## src/design/arpc_pkg.sv

```systemverilog
// Shared types and constants for the ARP cache and responder.
package arpc_pkg;

  // Cache geometry
  localparam int TABLE_ENTRIES = 16;
  localparam int IDX_W = (TABLE_ENTRIES > 1) ? $clog2(TABLE_ENTRIES) : 1;
  localparam int CNT_W = $clog2(TABLE_ENTRIES + 1);

  // Configuration port
  localparam int ADDR_W = 4;
  localparam int DATA_W = 64;

  typedef enum logic {
    REG_LOCAL_MAC = 1'b0,
    REG_LOCAL_IP  = 1'b1
  } reg_idx_t;

  // ARP codes
  localparam logic [15:0] ARP_OP_REQUEST = 16'd1;
  localparam logic [1:0]  OP_NONE        = 2'd0;
  localparam logic [1:0]  OP_REQUEST     = 2'd1;
  localparam logic [1:0]  OP_REPLY       = 2'd2;
  localparam logic [47:0] BCAST_MAC      = 48'hFFFF_FFFF_FFFF;

  typedef enum logic [1:0] {
    ACT_NONE   = 2'd0,
    ACT_INSERT = 2'd1,
    ACT_UPDATE = 2'd2,
    ACT_FULL   = 2'd3
  } action_t;

  // Lookup key held per cache entry
  typedef struct packed {
    logic [15:0] proto;
    logic [31:0] ip;
  } key_t;

  // Controller to datapath
  typedef struct packed {
    logic start;       // input transfer taken, latch the item
    logic scan_issue;  // read the next cache entry
    logic commit;      // table insert and result register load
  } cmd_t;

  // Datapath to controller
  typedef struct packed {
    logic need_scan;   // item must look the sender up in the cache
    logic issue_last;  // current read is the last filled entry
  } status_t;

endpackage

```

## src/design/arp_cache_responder.sv

```systemverilog
// Top level of the ARP cache and responder: configuration registers and block wiring.
//
//  channel  direction  handshake          payload
//  cfg      in         psel/penable/pready local_mac (addr 0), local_ip (addr 8)
//  in       in         in_valid/in_stall  func, opcode, protocol_type, src_mac,
//                                         src_ip, target_ip
//  out      out        out_valid/out_stall send, out_opcode, dest_mac, out_src_mac,
//                                         out_src_ip, out_target_mac,
//                                         out_target_ip, table_action
//
// An item is taken only after the previous one commits; when the sender is looked up in
// the cache, the scan reads the filled entries (up to 16) one entry per cycle through
// the cache memory's single read port. Synchronous reset empties the cache (fill count
// to zero) and clears the configuration registers and the result valid flag.
// The result register holds a finished result under out_stall while the next item
// may already be taken; the commit waits only if that register is still full.
module arp_cache_responder (
  input  logic                          clk,
  input  logic                          rst,
  input  logic                          psel,
  input  logic                          penable,
  input  logic                          pwrite,
  input  logic [arpc_pkg::ADDR_W-1:0]   paddr,
  input  logic [arpc_pkg::DATA_W-1:0]   pwdata,
  output logic [arpc_pkg::DATA_W-1:0]   prdata,
  output logic                          pready,
  input  logic                          in_valid,
  output logic                          in_stall,
  input  logic                          func,
  input  logic [15:0]                   opcode,
  input  logic [15:0]                   protocol_type,
  input  logic [47:0]                   src_mac,
  input  logic [31:0]                   src_ip,
  input  logic [31:0]                   target_ip,
  output logic                          out_valid,
  input  logic                          out_stall,
  output logic                          send,
  output logic [1:0]                    out_opcode,
  output logic [47:0]                   dest_mac,
  output logic [47:0]                   out_src_mac,
  output logic [31:0]                   out_src_ip,
  output logic [47:0]                   out_target_mac,
  output logic [31:0]                   out_target_ip,
  output logic [1:0]                    table_action
);

  logic [47:0]        local_mac;
  logic [31:0]        local_ip;
  logic               cfg_wr;
  arpc_pkg::reg_idx_t reg_sel;
  arpc_pkg::cmd_t     cmd;
  arpc_pkg::status_t  status;

  // Register decode: 8-byte spacing
  assign pready  = 1'b1;
  assign cfg_wr  = psel && penable && pwrite && pready;
  assign reg_sel = arpc_pkg::reg_idx_t'(paddr[3]);

  always_comb begin
    unique case (reg_sel)
      arpc_pkg::REG_LOCAL_MAC: prdata = {16'd0, local_mac};
      arpc_pkg::REG_LOCAL_IP:  prdata = {32'd0, local_ip};
      default:                 prdata = '0;
    endcase
  end

  // Configuration registers
  always_ff @(posedge clk) begin
    if (rst) begin
      local_mac <= '0;
      local_ip  <= '0;
    end else if (cfg_wr) begin
      unique case (reg_sel)
        arpc_pkg::REG_LOCAL_MAC: local_mac <= pwdata[47:0];
        arpc_pkg::REG_LOCAL_IP:  local_ip  <= pwdata[31:0];
        default: ;
      endcase
    end
  end

  arpc_ctrl u_ctrl (
    .clk       (clk),
    .rst       (rst),
    .in_valid  (in_valid),
    .in_stall  (in_stall),
    .out_valid (out_valid),
    .out_stall (out_stall),
    .status    (status),
    .cmd       (cmd)
  );

  arpc_dp u_dp (
    .clk            (clk),
    .rst            (rst),
    .cmd            (cmd),
    .status         (status),
    .local_mac      (local_mac),
    .local_ip       (local_ip),
    .func           (func),
    .opcode         (opcode),
    .protocol_type  (protocol_type),
    .src_mac        (src_mac),
    .src_ip         (src_ip),
    .target_ip      (target_ip),
    .send           (send),
    .out_opcode     (out_opcode),
    .dest_mac       (dest_mac),
    .out_src_mac    (out_src_mac),
    .out_src_ip     (out_src_ip),
    .out_target_mac (out_target_mac),
    .out_target_ip  (out_target_ip),
    .table_action   (table_action)
  );

endmodule

```

## src/design/arpc_ctrl.sv

```systemverilog
// Sequencer for the ARP cache: accept, cache scan, commit and result handshake.
module arpc_ctrl (
  input  logic              clk,
  input  logic              rst,
  input  logic              in_valid,
  output logic              in_stall,
  output logic              out_valid,
  input  logic              out_stall,
  input  arpc_pkg::status_t status,
  output arpc_pkg::cmd_t    cmd
);

  typedef enum logic [1:0] {
    S_IDLE,
    S_SCAN,
    S_DRAIN,
    S_COMMIT
  } state_t;

  state_t state;
  logic   out_free;

  // Result register is free when empty or being taken this cycle
  assign out_free = !out_valid || !out_stall;
  assign in_stall = (state != S_IDLE);

  always_comb begin
    cmd.start      = (state == S_IDLE) && in_valid;
    cmd.scan_issue = (state == S_SCAN) && status.need_scan;
    cmd.commit     = (state == S_COMMIT) && out_free;
  end

  // State and result valid
  always_ff @(posedge clk) begin
    if (rst) begin
      state     <= S_IDLE;
      out_valid <= 1'b0;
    end else begin
      if (cmd.commit) begin
        out_valid <= 1'b1;
      end else if (!out_stall) begin
        out_valid <= 1'b0;
      end
      unique case (state)
        S_IDLE: begin
          if (in_valid) state <= S_SCAN;
        end
        S_SCAN: begin
          if (!status.need_scan) begin
            state <= S_COMMIT;
          end else if (status.issue_last) begin
            state <= S_DRAIN;
          end
        end
        S_DRAIN: begin
          state <= S_COMMIT;
        end
        S_COMMIT: begin
          if (out_free) state <= S_IDLE;
        end
        default: begin
          state <= S_IDLE;
        end
      endcase
    end
  end

  // A new item is never taken until the previous one is committed
  a_one_item: assert property (@(posedge clk) disable iff (rst)
    (in_valid && !in_stall) |=> in_stall)
    else $error("arpc_ctrl: input taken while an item is in flight");

  // Commit never overwrites a result still waiting
  a_commit_free: assert property (@(posedge clk) disable iff (rst)
    cmd.commit |-> (!out_valid || !out_stall))
    else $error("arpc_ctrl: commit over a pending result");

  // Scan reads never coincide with an accepted item or a commit
  a_scan_after_start: assert property (@(posedge clk) disable iff (rst)
    cmd.scan_issue |-> !cmd.commit && !cmd.start)
    else $error("arpc_ctrl: scan overlaps start or commit");

endmodule

```

## src/design/arpc_dp.sv

```systemverilog
// Datapath: item latch, cache memory with fill count, scan compare and result register.
module arpc_dp (
  input  logic                    clk,
  input  logic                    rst,
  input  arpc_pkg::cmd_t          cmd,
  output arpc_pkg::status_t       status,
  input  logic [47:0]             local_mac,
  input  logic [31:0]             local_ip,
  input  logic                    func,
  input  logic [15:0]             opcode,
  input  logic [15:0]             protocol_type,
  input  logic [47:0]             src_mac,
  input  logic [31:0]             src_ip,
  input  logic [31:0]             target_ip,
  output logic                    send,
  output logic [1:0]              out_opcode,
  output logic [47:0]             dest_mac,
  output logic [47:0]             out_src_mac,
  output logic [31:0]             out_src_ip,
  output logic [47:0]             out_target_mac,
  output logic [31:0]             out_target_ip,
  output logic [1:0]              table_action
);

  localparam int IDX_W = arpc_pkg::IDX_W;
  localparam int CNT_W = arpc_pkg::CNT_W;

  // Latched item
  logic        func_q;
  logic [15:0] opcode_q;
  logic [15:0] proto_q;
  logic [47:0] smac_q;
  logic [31:0] sip_q;
  logic [31:0] tip_q;

  // Cache store: entries below the fill count are valid
  arpc_pkg::key_t key_mem [arpc_pkg::TABLE_ENTRIES];
  logic [47:0]    mac_mem [arpc_pkg::TABLE_ENTRIES];
  logic [CNT_W-1:0] count;

  // Scan pipeline
  logic [IDX_W-1:0] rd_idx;
  arpc_pkg::key_t   rd_key;
  logic             cmp_valid;
  logic [IDX_W-1:0] cmp_idx;
  logic             hit;
  logic             match;

  // Decision
  logic             tip_local;
  logic             table_empty;
  logic             table_full;
  logic             table_op;
  logic             insert_wr;
  logic             wr_en;
  logic [IDX_W-1:0] wr_addr;
  arpc_pkg::action_t action;

  assign tip_local   = (tip_q == local_ip);
  assign table_empty = (count == '0);
  assign table_full  = (count == CNT_W'(arpc_pkg::TABLE_ENTRIES));
  assign table_op    = !func_q && (table_empty || tip_local);

  assign status.need_scan  = !func_q && !table_empty && tip_local;
  assign status.issue_last = (CNT_W'(rd_idx) == (count - CNT_W'(1)));

  // Compare stage sees the entry read in the previous cycle
  assign match = cmp_valid && (rd_key.proto == proto_q) && (rd_key.ip == sip_q);

  assign insert_wr = cmd.commit && table_op && !hit && !table_full;
  assign wr_en     = match || insert_wr;
  assign wr_addr   = match ? cmp_idx : count[IDX_W-1:0];

  always_comb begin
    if (!table_op) begin
      action = arpc_pkg::ACT_NONE;
    end else if (hit) begin
      action = arpc_pkg::ACT_UPDATE;
    end else if (table_full) begin
      action = arpc_pkg::ACT_FULL;
    end else begin
      action = arpc_pkg::ACT_INSERT;
    end
  end

  // Item latch on input transfer
  always_ff @(posedge clk) begin
    if (cmd.start) begin
      func_q   <= func;
      opcode_q <= opcode;
      proto_q  <= protocol_type;
      smac_q   <= src_mac;
      sip_q    <= src_ip;
      tip_q    <= target_ip;
    end
  end

  // Cache memory: one write port, one registered read port
  always_ff @(posedge clk) begin
    if (wr_en) begin
      key_mem[wr_addr] <= '{proto: proto_q, ip: sip_q};
      mac_mem[wr_addr] <= smac_q;
    end
    rd_key  <= key_mem[rd_idx];
    cmp_idx <= rd_idx;
  end

  // Scan control, hit flag and fill count
  always_ff @(posedge clk) begin
    if (rst) begin
      count     <= '0;
      cmp_valid <= 1'b0;
      hit       <= 1'b0;
      rd_idx    <= '0;
    end else begin
      cmp_valid <= cmd.scan_issue;
      if (cmd.start) begin
        rd_idx <= '0;
        hit    <= 1'b0;
      end else begin
        if (cmd.scan_issue) rd_idx <= rd_idx + IDX_W'(1);
        if (match) hit <= 1'b1;
      end
      if (insert_wr) count <= count + CNT_W'(1);
    end
  end

  // Result register
  always_ff @(posedge clk) begin
    if (cmd.commit) begin
      table_action <= action;
      if (func_q) begin
        send           <= 1'b1;
        out_opcode     <= arpc_pkg::OP_REQUEST;
        dest_mac       <= arpc_pkg::BCAST_MAC;
        out_src_mac    <= local_mac;
        out_src_ip     <= sip_q;
        out_target_mac <= arpc_pkg::BCAST_MAC;
        out_target_ip  <= tip_q;
      end else if (opcode_q == arpc_pkg::ARP_OP_REQUEST) begin
        send           <= 1'b1;
        out_opcode     <= arpc_pkg::OP_REPLY;
        dest_mac       <= smac_q;
        out_src_mac    <= local_mac;
        out_src_ip     <= local_ip;
        out_target_mac <= smac_q;
        out_target_ip  <= sip_q;
      end else begin
        send           <= 1'b0;
        out_opcode     <= arpc_pkg::OP_NONE;
        dest_mac       <= '0;
        out_src_mac    <= '0;
        out_src_ip     <= '0;
        out_target_mac <= '0;
        out_target_ip  <= '0;
      end
    end
  end

  // Fill count never passes the table size
  a_count_range: assert property (@(posedge clk) disable iff (rst)
    count <= CNT_W'(arpc_pkg::TABLE_ENTRIES))
    else $error("arpc_dp: fill count out of range");

  // Scan reads only filled entries
  a_scan_filled: assert property (@(posedge clk) disable iff (rst)
    cmd.scan_issue |-> (CNT_W'(rd_idx) < count))
    else $error("arpc_dp: scan beyond fill count");

  // An update write and an insert never collide
  a_one_write: assert property (@(posedge clk) disable iff (rst)
    !(match && insert_wr))
    else $error("arpc_dp: update and insert in the same cycle");

endmodule
```

## config.mk

```make
export PLATFORM = sky130hd
export DESIGN_NAME = arp_cache_responder
export DESIGN_NICKNAME = d
export VERILOG_FILES = /design/src/design/arpc_pkg.sv /design/src/design/arp_cache_responder.sv /design/src/design/arpc_ctrl.sv /design/src/design/arpc_dp.sv
export SDC_FILE = /design/constraint.sdc
export NUM_CORES = 1
export LEC_CHECK = 0
export BUFFER_PORTS_ARGS = -buffer_cell sky130_fd_sc_hd__buf_2
export CORE_MARGIN = 2
export CORE_UTILIZATION = 55
export DETAILED_ROUTE_END_ITERATION = 16
export MAX_ROUTING_LAYER = met4
export PLACE_DENSITY = 0.75
export SLEW_MARGIN = 15
export SYNTH_ARGS = -nofsm -noshare
export SYNTH_HDL_FRONTEND = slang
export SYNTH_SLANG_ARGS = --single-unit
```

## constraint.sdc

```tcl
create_clock -name clk -period 31.6 [get_ports clk]
set_input_delay 0 -clock clk [delete_from_list [all_inputs] [get_ports clk]]
set_output_delay 0 -clock clk [all_outputs]
set_load 0.02 [all_outputs]
```

# Word level (Yosys, flattened, before mapping)
# Memories as Yosys holds them, arrays and structs flattened. A register that Yosys moved wholly into a read port is not among the register bits.
# Index checks and enable logic that the tools add are counted.
# totals
reg_bits	408
ram_bits	768
n_memories	1
# memory_table
memory	words	word_bits	rd	rd_clocked_by_memory_dff	wr	line	source
u_dp.key_mem	16	48	1	1	1	arpc_dp.sv:37	arpc_pkg::key_t key_mem [arpc_pkg::TABLE_ENTRIES];
# op_classes
add_sub_neg	3
n_eq_ne	13
muxes	22
bitwise_logic	2
n_reduce_logical	30
# op_table
operator	n
2-to-1 mux 48 bit	3
2-to-1 mux 32 bit	4
case mux 64 bit (2 select lines)	1
== test 32 bit	2
== test 16 x 1 -> 1 bit, second input constant	1
== test 16 bit	1
2-to-1 mux 2 bit	7
logical AND 1 bit	13
case mux 2 bit (4 select lines)	1
zero test 1 bit	6
adder 5 x 1 -> 5 bit, second input constant	1
== test 4 x 5 -> 1 bit	1
== test 5 bit, second input constant	1
zero test 5 bit	1
2-to-1 mux 1 bit	5
subtractor 5 x 1 -> 5 bit, second input constant	1
adder 4 x 1 -> 4 bit, second input constant	1
== test 2 bit, second input constant	2
2-to-1 mux 4 bit	1
!= test 2 x 1 -> 1 bit, second input constant	2
AND reduction 2 bit	2
OR reduction 2 bit	2
logical OR 1 bit	3
!= test 3 bit, second input constant	1
other kinds (6)	7

# Logic depth before layout (Yosys ltp)
# logic_depth
ltp_word	9
mapped_depth	10

# By module
# Synthesis repeated with hierarchy kept, for this count alone.
# hier_totals
cells_unflattened	2336
hier_area_um2	46895.0
# by_module_without_submodules
module	instances	cells_per_inst	area_per_inst_um2	seq_area_each_um2
arpc_dp	1	1925	42708.5	33632.3
arp_cache_responder	1	385	3942.5	1601.5
arpc_ctrl	1	26	244.0	60.1

# Worst setup path after synthesis
# Ideal clock, no wire load.
# synth_path
kind	register -> register
startpoint	register u_ctrl.state[0]
endpoint	memory u_dp.key_mem[13][0] in the netlist's numbering (enable)
setup_ns	0.528
arrival_ns	18.997
required_time_ns	31.072
slack_ns	12.074
path_stages_with_launch	7
n_path_buf	0
synth_period_minus_slack_ns	19.526
path_cell_list	dfxtp_1 > ha_1 > a21boi_0 > nand2_1 > nor3_4 > nand2_1 > o32ai_1
# synth_rtl
item	line	source
from (decl)	arpc_ctrl.sv:20	state_t state;
from (signal assigned)	arpc_ctrl.sv:36	state <= S_IDLE;
from (signal assigned)	arpc_ctrl.sv:46	if (in_valid) state <= S_SCAN;
from (signal assigned)	arpc_ctrl.sv:50	state <= S_COMMIT;
to (decl)	arpc_dp.sv:37	

# Worst setup path in the final report
# layout_path
startpoint	register u_dp.sip_q[9]
endpoint	memory u_dp.key_mem[2][44] in the netlist's numbering (enable)
# layout_between
elab_chain_cells	5
# layout_lines
item	line	source
from (decl)	arpc_dp.sv:33	logic [31:0] sip_q;
from (signal assigned)	arpc_dp.sv:93	sip_q <= src_ip;
== test 32 bit (*)	arpc_dp.sv:68	assign match = cmp_valid && (rd_key.proto == proto_q) && (rd_key.ip == sip_q);
logical AND 1 bit (*)	arpc_dp.sv:68	
logical OR 1 bit	arpc_dp.sv:71	assign wr_en = match || insert_wr;
2-to-1 mux 1 bit	-	
2-to-1 mux 1 bit (not written as such)	arpc_dp.sv:101	key_mem[wr_addr] <= '{proto: proto_q, ip: sip_q};
# Mark *: on every way between the ends. The rest lies on a longest branch, timed or not.

==> results.json <==
{
  "outcome": "completed",
  "yosysMostFrequentCell": "edfxtp_1",
  "vias_per_cell": 5.97,
  "pin_count": 500,
  "max_freq_ghz": 0.197,
  "synth.top_cell.area_share": 0.694,
  "fin_nets": 3584,
  "vias": 27500,
  "tns_ns": 0,
  "gp_congestion": 0.890,
  "cts_sinks": 1224,
  "wl_per_cell_um": 26.2,
  "cts_root_buf": "clkbuf_16",
  "drt_iter0_markers": 2556,
  "final_hold_viol_count": 0,
  "synth_edf_count": 1078,
  "tritoncts": "done",
  "maxCapViolCount": 0,
  "grt_pass1_wl_um": 177000,
  "setup_viol": 0,
  "synth-seq-cells": 1224,
  "worstSetupPathType": "flop to flop",
  "cp.arrival_ns": 5.35,
  "cts_buffers": 115,
  "min_period_ns": 5.07,
  "drive_gt1_frac": 0.258,
  "yosysTopAreaCell": "edfxtp_1",
  "ys_async_sr_fraction": 0,
  "synth_flop_cell": "edfxtp_1",
  "drv_slew": 0,
  "avgSynthCellArea_um2": 17.2,
  "area_growth_pct": 20.0,
  "crit_fanout": 39,
  "worstHoldPathCells": 2,
  "clock_path_buffers": 3,
  "first_pass_iters": 7,
  "grt_max_degree": 166,
  "grt_usage": 0.283,
  "syn_inst": 2709,
  "fin_crit_sh": 0.161,
  "syn-cell-area_um2": 46600,
  "endpoint_kind": "flop",
  "tightest_slew_ns": 1.15,
  "ant_nets": 0,
  "relSlewSlack": 0.235,
  "reg2regPathDepth": 7,
  "die_area_um2": 87200,
  "hold_path_class": "input port to flop",
  "postPlaceCellArea_um2": 50100,
  "initial_core_util": 0.557,
  "finClkSkew_ns": 0.0430,
  "p_total_uw": 3670,
  "rsz0062_at_grt": "no",
  "power_leakage_uw": 0.0191,
  "holdWs_ns": 0.0250,
  "grt_pass1_vias": 28300,
  "coreArea_um2": 83800,
  "ys_types": 49,
  "antenna_found_initial": 5,
  "design_area_um2": 56000,
  "rows": 106,
  "p_per_area_nw_per_um2": 65.7,
  "dp_hpwl_um": 66200,
  "clock_latency_ns": 0.69,
  "die_h_um": 295,
  "drc": 0,
  "routed_wirelength_um": 120000,
  "required_ns": 31.88,
  "ys_seq_area_frac": 0.757,
  "path_clk_slew_ns": 0.07,
  "synth_warnings": 0,
  "cp-start-kind": "flop",
  "io_buffers": 463,
  "synth_common_cells": "edfxtp_1 (1078), nand2_1 (220), mux2i_1 (147)",
  "die_w_um": 295,
  "gr-total-overflow": 0,
  "ir_drop_mv": 0.0491,
  "h-tree-depth": 3,
  "synth_area_leaders": "edfxtp_1 (69%), dfxtp_1 (6.3%), mux4_2 (4.6%), mux2i_1 (3.2%), mux2_2 (2.0%)"
}
area by class of cell:
| type | instances | area [um^2] |
|---|---|---|
| Sequential cell | 1224 | 35300 |
| Fill cell | 5416 | 27900 |
| Multi-Input combinational cell | 1275 | 10600 |
| Timing Repair Buffer | 729 | 4920 |
| Clock buffer | 160 | 3200 |
| Tap cell | 1134 | 1420 |
| Clock inverter | 57 | 430 |
| Inverter | 12 | 45.0 |
| Antenna cell | 6 | 15.0 |
cell usage in the layout (no fill, tap or decap), types with 48 or more instances in the layout:
cell type,netlist,layout
nand2_1,220,219
o21ai_0,98,98
a21oi_1,132,132
clkbuf_16,0,115
dlygate4sd3_1,0,221
edfxtp_1,1078,1078
dfxtp_1,146,142
a221oi_1,48,48
a21o_1,48,48
a22o_1,63,63
mux2i_1,147,147
buf_2,19,462
and2_1,50,48
a22oi_1,48,48
mux2_2,81,81
mux4_2,96,96
xnor2_1,48,48
path summary, 6_finish.rpt:
path	from	to	slack (ns)
worst max-delay path	u_dp.sip_q[9]	u_dp.key_mem[2][44]	26.53
worst min-delay path	src_mac[36]	u_dp.smac_q[36]	0.02
worst max register to register	u_dp.sip_q[9]	u_dp.key_mem[2][44]	26.53
worst min register to register	local_mac[22]	local_mac[22]	0.47
cell families after synthesis:
| family | Yosys count | share of synthesized area |
|---|---|---|
| DFF | 1224 | 0.757 |
| AOI/OAI and AO/OA | 463 | 0.0658 |
| and+or+nand+nor | 375 | 0.0376 |
| muxes | 324 | 0.0974 |
| buffers and inverters | 225 | 0.0238 |
| xor gates and xnor gates | 89 | 0.0167 |
| adders and majority gates | 7 | 0.00188 |
| other | 2 | 0.000161 |
power by group:
part / internal (uW) / total (uW) / switching (uW) / leakage, uW
clock network: 739 / 1330 / 589 / 0.00177
registers: 1930 / 2030 / 97.1 / 0.0110
logic: 106 / 321 / 214 / 0.00637
layer usage:
metal  vias to the layer above  track usage  part of all wire
met5                         -            -                 0
met4                         0       0.0993             0.035
met3                       257       0.0492             0.084
met2                      1479        0.469              0.51
met1                     14000        0.354              0.38
li1                      11800            -                 -
worst max-delay path, stage by stage (launching register included):
cell and delay, ns:
edfxtp_1 0.72, xnor2_1 0.51, nand4_1 0.28, nor4_1 0.52, nand4_1 0.63, or3_1 0.72
o32ai_4 0.45, buf_4 0.79
per-stage QoR:
step | utilization | setup slack, ns | instances
after floorplan | - | 12.07 | 2724
after global placement | 0.597 | 26.40 | 4150
after detailed placement | 0.597 | 26.59 | 4152
after CTS | 0.667 | 26.53 | 4589
after global routing | 0.668 | 26.48 | 4596
final | 0.668 | 26.53 | 4597
sequential cells by signal, indices dropped and copies added, names as in the netlist, 48 cells and up:
name and flops:
u_dp.key_mem 768, local_mac 48, u_dp.dest_mac 48, u_dp.out_src_mac 48
u_dp.rd_key 48, u_dp.smac_q 48
what timing repair did:
action	CTS	global route
hold buffers	220	1
gates resized for setup	0	0
hold endpoints to repair	233	10
buffers inserted	0	0
Note: power is estimated with default switching activity, not from simulation.
